===== src/rtl/ssrc_pkg.sv =====
// shared types, constants and helpers for the slot status ring channel
// no dependencies; ssrc_core and slot_status_ring_channel import this package
`default_nettype none

package ssrc_pkg;

  localparam int INDEX_BITS = 6;
  localparam int ID_BITS    = 10;
  localparam int TYPE_BITS  = 2;
  localparam int TAG_BITS   = TYPE_BITS + ID_BITS;
  localparam int SLOT_BITS  = 1 + TAG_BITS;
  localparam int DEPTH      = 1 << INDEX_BITS;
  localparam int KIND_BITS  = 3;
  localparam int STAT_BITS  = 2;
  localparam int LOG2_BITS  = 3;

  localparam logic [LOG2_BITS-1:0] RING_SIZE_RESET = LOG2_BITS'(INDEX_BITS);
  localparam logic [TYPE_BITS-1:0] TYPE_REQUEST    = TYPE_BITS'(1);

  typedef logic [INDEX_BITS-1:0] index_t;
  typedef logic [TAG_BITS-1:0]   tag_t;

  typedef enum logic [KIND_BITS-1:0] {
    KIND_CLAIM   = 3'd0,
    KIND_MARK    = 3'd1,
    KIND_TAKE    = 3'd2,
    KIND_POLL    = 3'd3,
    KIND_RELEASE = 3'd4
  } kind_t;

  typedef enum logic [STAT_BITS-1:0] {
    STATUS_DONE        = 2'd0,
    STATUS_BLOCK       = 2'd1,
    STATUS_NOT_REQUEST = 2'd2
  } status_t;

  typedef struct packed {
    logic [KIND_BITS-1:0] kind;
    index_t               entry_index;
    tag_t                 message_tag;
  } cmd_t;

  typedef struct packed {
    logic [STAT_BITS-1:0] status;
    index_t               granted_entry;
    logic [TYPE_BITS-1:0] message_kind;
    logic [ID_BITS-1:0]   reply_cookie;
  } rsp_t;

  // one ring entry as stored: full mark and tag
  typedef struct packed {
    logic full;
    tag_t tag;
  } slot_t;

  typedef struct packed {
    logic   en;
    index_t addr;
    slot_t  data;
  } ram_wr_t;

  // index mask for a ring of 2**lg entries, clamped to the full index width
  function automatic index_t ring_mask(logic [LOG2_BITS-1:0] lg);
    index_t m;
    for (int i = 0; i < INDEX_BITS; i++) begin
      m[i] = (int'(lg) > i);
    end
    return m;
  endfunction

endpackage

`default_nettype wire


===== src/rtl/slot_status_ring_channel.sv =====
// slot status ring channel: the command register and then the result register lie
// between start and result_strobe; throughput one command per cycle once the entries are cleared
// the receiver cannot stall; each result shows for exactly one cycle
// synchronous active-high rst: both counters zero, ring size 64; busy then
// stays high while every entry is marked free, one per cycle
// depends on ssrc_pkg, ssrc_core and ssrc_ram
`default_nettype none

module slot_status_ring_channel
  import ssrc_pkg::*;
(
  input  wire logic                 clk,
  input  wire logic                 rst,
  // command side
  input  wire logic                 start,
  output logic                      busy,
  input  wire cmd_t                 cmd,
  // result side
  output logic                      result_strobe,
  output rsp_t                      result,
  // ring size register write
  input  wire logic                 cfg_valid,
  output logic                      cfg_ready,
  input  wire logic [LOG2_BITS-1:0] cfg_data
);

  logic [LOG2_BITS-1:0] ring_size_log2, ring_size_log2_next;
  index_t               mask, mask_next;
  ram_wr_t              ram_wr;
  index_t               head_rd_addr;
  slot_t                head_rd_data;
  index_t               prod_rd_addr;
  logic                 prod_rd_data;

  // the ring size register takes a write in any cycle
  assign cfg_ready = 1'b1;

  // ring size register
  assign ring_size_log2_next = (cfg_valid && cfg_ready) ? cfg_data : ring_size_log2;

  always_ff @(posedge clk) begin
    if (rst) begin
      ring_size_log2 <= RING_SIZE_RESET;
    end else begin
      ring_size_log2 <= ring_size_log2_next;
    end
  end

  // current mask for the executing command, next mask for the prefetch
  assign mask      = ring_mask(ring_size_log2);
  assign mask_next = ring_mask(ring_size_log2_next);

  // execution: counters, entry clearing, command and result registers
  ssrc_core u_core (
    .clk          (clk),
    .rst          (rst),
    .start        (start),
    .busy         (busy),
    .cmd          (cmd),
    .mask         (mask),
    .mask_next    (mask_next),
    .ram_wr       (ram_wr),
    .head_rd_addr (head_rd_addr),
    .head_rd_data (head_rd_data),
    .prod_rd_addr (prod_rd_addr),
    .prod_rd_data (prod_rd_data),
    .rsp_strobe   (result_strobe),
    .rsp          (result)
  );

  // full mark and tag per entry, read at the head
  ssrc_ram #(
    .WIDTH (SLOT_BITS),
    .DEPTH (DEPTH)
  ) u_head_ram (
    .clk     (clk),
    .wr_en   (ram_wr.en),
    .wr_addr (ram_wr.addr),
    .wr_data (ram_wr.data),
    .rd_addr (head_rd_addr),
    .rd_data (head_rd_data)
  );

  // copy of the full marks, read at the produce entry
  ssrc_ram #(
    .WIDTH (1),
    .DEPTH (DEPTH)
  ) u_mark_ram (
    .clk     (clk),
    .wr_en   (ram_wr.en),
    .wr_addr (ram_wr.addr),
    .wr_data (ram_wr.data.full),
    .rd_addr (prod_rd_addr),
    .rd_data (prod_rd_data)
  );

endmodule

`default_nettype wire


===== src/rtl/ssrc_ram.sv =====
// generic single write port, single read port ram with registered read
// no package dependency
`default_nettype none

module ssrc_ram #(
  parameter int WIDTH = 12,
  parameter int DEPTH = 64
) (
  input  wire logic                     clk,
  input  wire logic                     wr_en,
  input  wire logic [$clog2(DEPTH)-1:0] wr_addr,
  input  wire logic [WIDTH-1:0]         wr_data,
  input  wire logic [$clog2(DEPTH)-1:0] rd_addr,
  output logic      [WIDTH-1:0]         rd_data
);

  logic [WIDTH-1:0] mem [DEPTH];

  // read returns the old contents on a same-address write
  always_ff @(posedge clk) begin
    if (wr_en) begin
      mem[wr_addr] <= wr_data;
    end
    rd_data <= mem[rd_addr];
  end

endmodule

`default_nettype wire


===== src/rtl/ssrc_core.sv =====
// ring control: command register, counters, mark clearing, execution and result register
// depends on ssrc_pkg; marks and tags live in external ssrc_ram instances
`default_nettype none

module ssrc_core
  import ssrc_pkg::*;
(
  input  wire logic    clk,
  input  wire logic    rst,
  input  wire logic    start,
  output logic         busy,
  input  wire cmd_t    cmd,
  input  wire index_t  mask,
  input  wire index_t  mask_next,
  output ram_wr_t      ram_wr,
  output index_t       head_rd_addr,
  input  wire slot_t   head_rd_data,
  output index_t       prod_rd_addr,
  input  wire logic    prod_rd_data,
  output logic         rsp_strobe,
  output rsp_t         rsp
);

  logic   clearing;
  index_t clear_idx;
  logic   item_valid;
  cmd_t   item;
  index_t produce_count, produce_count_next;
  index_t consume_count, consume_count_next;
  logic   head_fwd_hit;
  logic   prod_fwd_hit;
  slot_t  fwd_slot;
  rsp_t   rsp_next;

  index_t addr, prod_idx, head_idx;
  slot_t  head_slot;
  logic   prod_full;

  assign busy      = clearing;
  assign addr      = item.entry_index & mask;
  assign prod_idx  = produce_count & mask;
  assign head_idx  = consume_count & mask;
  assign head_slot = head_fwd_hit ? fwd_slot : head_rd_data;
  assign prod_full = prod_fwd_hit ? fwd_slot.full : prod_rd_data;

  always_comb begin
    rsp_next           = '0;
    produce_count_next = produce_count;
    consume_count_next = consume_count;
    ram_wr             = '0;
    if (clearing) begin
      // mark one entry free per cycle after reset
      ram_wr.en   = 1'b1;
      ram_wr.addr = clear_idx;
    end else if (item_valid) begin
      case (item.kind)
        KIND_CLAIM: begin
          if (!prod_full) begin
            rsp_next.granted_entry = prod_idx;
            produce_count_next     = produce_count + 1'b1;
          end else begin
            rsp_next.status = STATUS_BLOCK;
          end
        end
        KIND_MARK: begin
          ram_wr.en              = 1'b1;
          ram_wr.addr            = addr;
          ram_wr.data.full       = 1'b1;
          ram_wr.data.tag        = item.message_tag;
          rsp_next.granted_entry = addr;
        end
        KIND_TAKE: begin
          if (head_slot.full) begin
            rsp_next.granted_entry = head_idx;
            rsp_next.message_kind  = head_slot.tag[TYPE_BITS-1:0];
            consume_count_next     = consume_count + 1'b1;
          end else begin
            rsp_next.status = STATUS_BLOCK;
          end
        end
        KIND_POLL: begin
          if (!head_slot.full) begin
            rsp_next.status = STATUS_BLOCK;
          end else begin
            rsp_next.message_kind = head_slot.tag[TYPE_BITS-1:0];
            if (head_slot.tag[TYPE_BITS-1:0] == TYPE_REQUEST) begin
              rsp_next.granted_entry = head_idx;
              consume_count_next     = consume_count + 1'b1;
            end else begin
              rsp_next.status       = STATUS_NOT_REQUEST;
              rsp_next.reply_cookie = head_slot.tag[TAG_BITS-1:TYPE_BITS];
            end
          end
        end
        KIND_RELEASE: begin
          ram_wr.en              = 1'b1;
          ram_wr.addr            = addr;
          ram_wr.data.full       = 1'b0;
          rsp_next.granted_entry = addr;
        end
        default: begin
          rsp_next = '0;
        end
      endcase
    end
  end

  // prefetch the head entry and the produce entry for whatever item runs next
  assign head_rd_addr = consume_count_next & mask_next;
  assign prod_rd_addr = produce_count_next & mask_next;

  always_ff @(posedge clk) begin
    if (rst) begin
      clearing      <= 1'b1;
      clear_idx     <= '0;
      item_valid    <= 1'b0;
      rsp_strobe    <= 1'b0;
      produce_count <= '0;
      consume_count <= '0;
      head_fwd_hit  <= 1'b0;
      prod_fwd_hit  <= 1'b0;
    end else begin
      if (clearing) begin
        clear_idx <= clear_idx + 1'b1;
        if (&clear_idx) begin
          clearing <= 1'b0;
        end
      end
      item_valid    <= start && !clearing;
      rsp_strobe    <= item_valid;
      produce_count <= produce_count_next;
      consume_count <= consume_count_next;
      head_fwd_hit  <= ram_wr.en && (ram_wr.addr == head_rd_addr);
      prod_fwd_hit  <= ram_wr.en && (ram_wr.addr == prod_rd_addr);
    end
  end

  always_ff @(posedge clk) begin
    fwd_slot <= ram_wr.data;
    if (start) begin
      item <= cmd;
    end
    if (item_valid) begin
      rsp <= rsp_next;
    end
  end

endmodule

`default_nettype wire


===== config.mk =====
export PLATFORM = sky130hd
export DESIGN_NAME = slot_status_ring_channel
export DESIGN_NICKNAME = d
export VERILOG_FILES = /design/src/rtl/ssrc_pkg.sv /design/src/rtl/slot_status_ring_channel.sv /design/src/rtl/ssrc_ram.sv /design/src/rtl/ssrc_core.sv
export SDC_FILE = /design/constraint.sdc
export NUM_CORES = 1
export LEC_CHECK = 0
export BUFFER_PORTS_ARGS = -buffer_cell sky130_fd_sc_hd__buf_2
export CAP_MARGIN = 30
export CORE_ASPECT_RATIO = 2
export CORE_MARGIN = 2
export CORE_UTILIZATION = 65
export DETAILED_ROUTE_END_ITERATION = 8
export GPL_ROUTABILITY_DRIVEN = 1
export GPL_TIMING_DRIVEN = 0
export PLACE_DENSITY = 0.8
export SETUP_SLACK_MARGIN = 0.4
export SYNTH_ARGS = -nofsm -noshare
export SYNTH_HDL_FRONTEND = slang
export SYNTH_SLANG_ARGS = --single-unit

===== constraint.sdc =====
create_clock -name clk -period 9.9 [get_ports clk]
set_input_delay 0.495 -clock clk [delete_from_list [all_inputs] [get_ports clk]]
set_output_delay 0.495 -clock clk [all_outputs]
set_load 0.01 [all_outputs]

; Yosys cells after proc, flatten, opt, wreduce, memory -nomap -nowiden
; Memory sizes are Yosys's and may differ from the RTL's. A register that Yosys moved wholly into a read port is not among the register bits.
; Index checks and enable logic that the tools add are counted.
[totals]
out_inout_bits = 23
latch_bits = 0
mem_count = 2
ramBits = 896
mem_bits_ro = 0
regBits = 80
wordCells = 91
[classes]
addsub = 3
multipliers = 0
order_cmp = 12
n_reduce_logical = 8
bitwise_logic = 7
eq_ne = 7
mux = 34
shifts = 0
div_mod_pow = 0
[memory_table]
columns = memory, words, width, rd, rd_clocked_by_memory_dff, wr, line
row1 = u_head_ram.mem, 64, 13, 1, 1, 1, ssrc_ram.sv:17  ; logic [WIDTH-1:0] mem [DEPTH];
row2 = u_mark_ram.mem, 64, 1, 1, 1, 1, ssrc_ram.sv:17
[op_table]
columns = operator, n
row1 = $mux 6, 11
row2 = $and 6x6->6, 5
row3 = $mux 13, 2
row4 = $pmux 6 s4, 1
row5 = $mux 20, 1
row6 = $add 6x1->6 const B, 3
row7 = $mux 18, 1
row8 = $pmux 8 s2, 1
row9 = $eq 6x6->1, 2
row10 = $gt 3x1->1 const B, 4
row11 = $gt 3x2->1 const B, 4
row12 = $gt 3x3->1 const B, 4
row13 = $mux 12, 1
row14 = $pmux 6 s2, 1
row15 = $mux 10, 1
row16 = $mux 8, 1
row17 = $mux 1, 7
row18 = $mux 7, 1
row19 = $eq 3x2->1 const B, 2
row20 = $pmux 2 s3, 1
row21 = $reduce_and 6->1, 1
row22 = $mux 2, 2
row23 = $pmux 2 s2, 1
row24 = $reduce_or 4->1, 1
row25 = 9 further kinds, 12

; Longest topological paths before layout
[logic_depth]
ltp_word = 10
mapped_depth = 17

; Modules after synthesis
; From an unflattened synthesis, not the netlist that was laid out.
[hier_totals]
cells_unflattened = 1918
hier_area_um2 = 38775.9
[by_module_without_submodules]
columns = mod, area_per_inst_um2, cells_each, seq_area_each_um2, instances
row1 = ssrc_ram (u_head_ram), 32344.8, 1402, 25244.2, 1
row2 = ssrc_core, 3284.4, 282, 1951.9, 1
row3 = ssrc_ram (u_mark_ram), 2914.0, 204, 1941.9, 1
row4 = slot_status_ring_channel, 232.7, 30, 60.1, 1

; Worst setup path before layout
; No wires, ideal clock.
[synth_path]
path_kind = register to register
from = register u_core.item_valid
to = memory u_head_ram.mem[0][10] (netlist bit), data pin
path_slack_ns = 5.932
stages_incl_launch_ff = 5
period_less_slack_ns = 3.968
n_path_buf = 1
required_time_ns = 9.530
arrival_time_ns = 3.598
path_cell_list = dfxtp_1 nand2b_1 nor4b_1 clkbuf_1 and2_1
[synth_lines]
columns = item, line
row1 = "start, declared", ssrc_core.sv:26  ; logic item_valid;
row2 = "start signal, assigned", ssrc_core.sv:129  ; item_valid <= start && !clearing;
row3 = "end, declared", ssrc_ram.sv:17

; Final worst setup path
[layout_path]
from = register u_core.item_valid
to = register u_head_ram.rd_data[1] (read register of u_head_ram.mem)
[layout_between]
elab_chain_len = 3
[layout_lines]
columns = item, line
row1 = $mux 6, ssrc_core.sv:55  ; end else if (item_valid) begin
row2 = $mux 6, ssrc_core.sv:51  ; if (clearing) begin
row3 = $and 6x6->6, ssrc_core.sv:109  ; assign head_rd_addr = consume_count_next & mask_next;
row4 = "end, declared", ssrc_ram.sv:14  ; output logic [WIDTH-1:0] rd_data
; Every way passes these cells.
; A chain may end at the register's enable or synchronous reset.

==> key figures <==
Detailed routing
  – Drt first pass iters: 8
  – Via Count: ~25000
  – # DRC: 0
  – Routed WL: around 120 mm
  – Drt initial violations: between 3000 and 4000
  – Post-DR wirelength/cell: ~33 um
  – Vias per cell: ~7.0
  – DRT antenna net count: 0

Power
  – Leakage power: about 0.015 uW
  – Maximum vdd drop: ~0.19 mV
  – Combinational share of power: 0.018
  – Total power draw: around 7400 uW
  – Power Density: around 180 mW/mm2
  – Sequential Power Share: 0.575
  – Switching Fraction: 0.199
  – Clock share of power: 0.407
  – Int Power: approximately 6000 uW
  – Psw: between 1000 and 1500 uW

CTS
  – Clk buf depth: 3
  – CTS tree: built
  – Clk pin slew, worst setup/hold paths: approximately 0.07 ns
  – TritonCTS Buffers: 76
  – CTS Hold Buffers Added: 0
  – Root buf cell: clkbuf_16
  – Setup bufs post-CTS: 0
  – Worst-skew pair later-pin latency: 0.64 ns
  – CTS sink cnt: just over 900
  – CTS resizes: 0
  – Max H-tree Level: 3

Final layout
  – Filler cells: 3573
  – Area delta synth->final: 12.0%
  – Register area: around 0.027 mm2
  – Share of post-route cells with drive strength above 1: 0.140
  – Multi-input gate area: 0.00921 mm2
  – Layout Nets: about 2800

Global routing
  – Largest net degree at the start of global routing: 66
  – GR Util All Layers: 0.398
  – Global-route wire length before repair: 167 mm
  – Initial antenna violation count: 2
  – Total gr overflow: 0
  – Number of global-route vias before repair: 25100

STA
  – Relative slew slack: 0.288
  – RSZ-0062 raised after global routing: no
  – Fmax: roughly 180 MHz
  – Final Worst Setup Slack: around 4.3 ns
  – Fin. Hold Viols: 0
  – Hold WS: ~0.038 ns
  – Period utilization: 0.565
  – Fin Setup TNS: 0 ns
  – Slew @ Worst Pin: ~1.1 ns
  – Finish-stage setup viols: 0
  – Crit path time final: approximately 5.6 ns
  – Clock Skew: between 0.015 and 0.02 ns
  – Slew Limit Fails: 0

Yosys
  – Post-synth EDFFs: about 870
  – Sequential area share after synthesis: 0.731
  – Synth area leader: edfxtp_1
  – Syn Nets: about 2600
  – Number of distinct library cells after synthesis: just over 70
  – Synth top area cells: edfxtp_1 70%, nand2_1 4.1%, mux2i_1 3.7%
  – Predominant post-synthesis flop cell: edfxtp_1
  – Post-synth ARST share: 0
  – Synthesis warning total: 0
  – Flops & latches, synth: about 930
  – Cells after Synth: 2571
  – Mapped Area: approximately 0.037 mm2
  – Mean Syn Cell Area: ~15 um2
  – Yosys top cell area share: 0.702

Die
  – Die area: 0.0595 mm2
  – # IOs: 51
  – Die Y: 343 um
  – Initial core utilization: 0.655
  – Floorplan row count: approximately 120
  – Core Footprint: ~0.057 mm2
  – Width of the die: between 150 and 200 um

Hold path
  – Hold Crit Class: primary input to register

Critical path
  – Crit path kind: register to register
  – WP data required: around 10 ns
  – CP startpoint kind: register
  – Crit end category: register
  – Peak fanout along the critical path: 15
  – Crit path arrival time: 6.14 ns

Placed design
  – Detailed Place HPWL: a little over 80 mm
  – Port-buffer cells: 48
  – Post-place setup slack: 4.54 ns
  – GP Congestion: between 1 and 1.5

Job
  – MaxCap Viol Count: 0

Status
  – Status: finished clean
## critical path, cell delays in order, from the launching register on
cell and delay, ns:
dfxtp_1 0.72, buf_8 0.24, nor2b_1 0.43, nand3_2 0.26, nor2_2 0.33, mux2i_1 0.65, clkbuf_1 0.73, clkbuf_1 0.63
nand2_1 0.16, a221oi_1 0.33, o21ai_0 0.41, and3_1 0.37, a211oi_2 0.23
## Yosys cell counts (all sizes together), types with 8 or more instances
library cell / count
edfxtp: 873
nand2: 413
a21oi: 191
mux2i: 137
nor2: 130
clkbuf: 86
buf: 83
a221oi: 74
a211oi: 62
nand3: 57
o21ai: 54
dfxtp: 53
and3: 37
a32oi: 32
a31oi: 26
nand4: 24
and2: 22
mux4: 21
xnor2: 19
nor3: 15
a22oi: 14
a32o: 14
a22o: 12
o31a: 12
a31o: 11
nor2b: 8
## final cells by class
type,instances,area share
repair buffers,132,0.0249
clock inverters,40,0.00985
multi-input cells,1472,0.220
inverters,4,0.000359
well taps,756,0.0226
diodes,4,0.000240
flip-flops and latches,926,0.653
plain buffers,169,0.0202
clock buffers,92,0.0487
## per-stage QoR
stage / cell area (um2) / utilization / instances
finish: 41800 / 0.734 / 3595
global route: 41800 / 0.734 / 3591
CTS: 41700 / 0.733 / 3586
detailed placement: 39300 / 0.690 / 3454
global placement: 38500 / 0.676 / 3375
floorplan: 37300 / - / 2571
## placed cells by master (no fill, tap or decap), drive strengths merged, types with 19 or more instances in the layout
cell | synthesis | final
o21ai | 54 | 54
a21oi | 191 | 191
nand3 | 57 | 57
nand4 | 24 | 24
a31oi | 26 | 26
and2 | 22 | 22
nor2 | 130 | 130
clkbuf | 86 | 181
xnor2 | 19 | 19
buf | 83 | 212
dfxtp | 53 | 53
clkinv | 0 | 24
nand2 | 413 | 413
and3 | 37 | 37
a211oi | 62 | 62
a221oi | 74 | 74
mux2i | 137 | 137
edfxtp | 873 | 873
a32oi | 32 | 32
mux4 | 21 | 21
## metal layers
layer | share of wire | global-route usage | wire length [um] | vias to the layer above
met5 | 0.000076 | 0 | 9 | -
met4 | 0.11 | 0.363 | 13000 | 2
met3 | 0.081 | 0.0641 | 9590 | 554
met2 | 0.51 | 0.695 | 60000 | 1837
met1 | 0.30 | 0.410 | 35400 | 12300
li1 | - | - | - | 10300
## state kept, by name, summed over array words and instances, names as in the netlist, 3 cells and up
| signal | flops |
|---|---|
| u_core.clear_idx | 6 |
| u_core.consume_count | 6 |
| ring_size_log2 | 3 |
| u_core.fwd_slot | 13 |
| u_head_ram.mem | 769 |
| u_core.item | 21 |
| u_core.rsp | 20 |
| u_core.produce_count | 6 |
| u_head_ram.rd_data | 13 |
| u_mark_ram.mem | 63 |
## power groups by stage
stage | logic (uW) | registers (uW) | clock network (uW)
CTS | 124 | 4280 | 3020
finish | 130 | 4280 | 3030
global placement | 117 | 4360 | 0
floorplan | 68.7 | 4350 | 0
detailed placement | 123 | 4360 | 0
global route | 133 | 4280 | 3160
## path summary, 6_finish.rpt
path                       startpoint               endpoint  slack (ns)  depth (start not counted)
setup / recovery    u_core.item_valid  u_head_ram.rd_data[1]        4.30                         12
hold / removal                 cmd[6]         u_core.item[6]        0.04                          1
setup reg to reg    u_core.item_valid  u_head_ram.rd_data[1]        4.30                         12
hold reg to reg   u_core.clear_idx[5]    u_core.clear_idx[5]        0.53                          2
## kinds of logic after synthesis
family,after synthesis,synth area share
AOI/OAI and AO/OA,542,0.102
xor gates and xnor gates,25,0.00587
DFF,926,0.731
buffers and inverters,173,0.0230
and+or+nand+nor,738,0.0859
other,1,0.000100
adders and majority gates,3,0.00101
muxes,163,0.0509
Power figures use the tool's default switching activity.
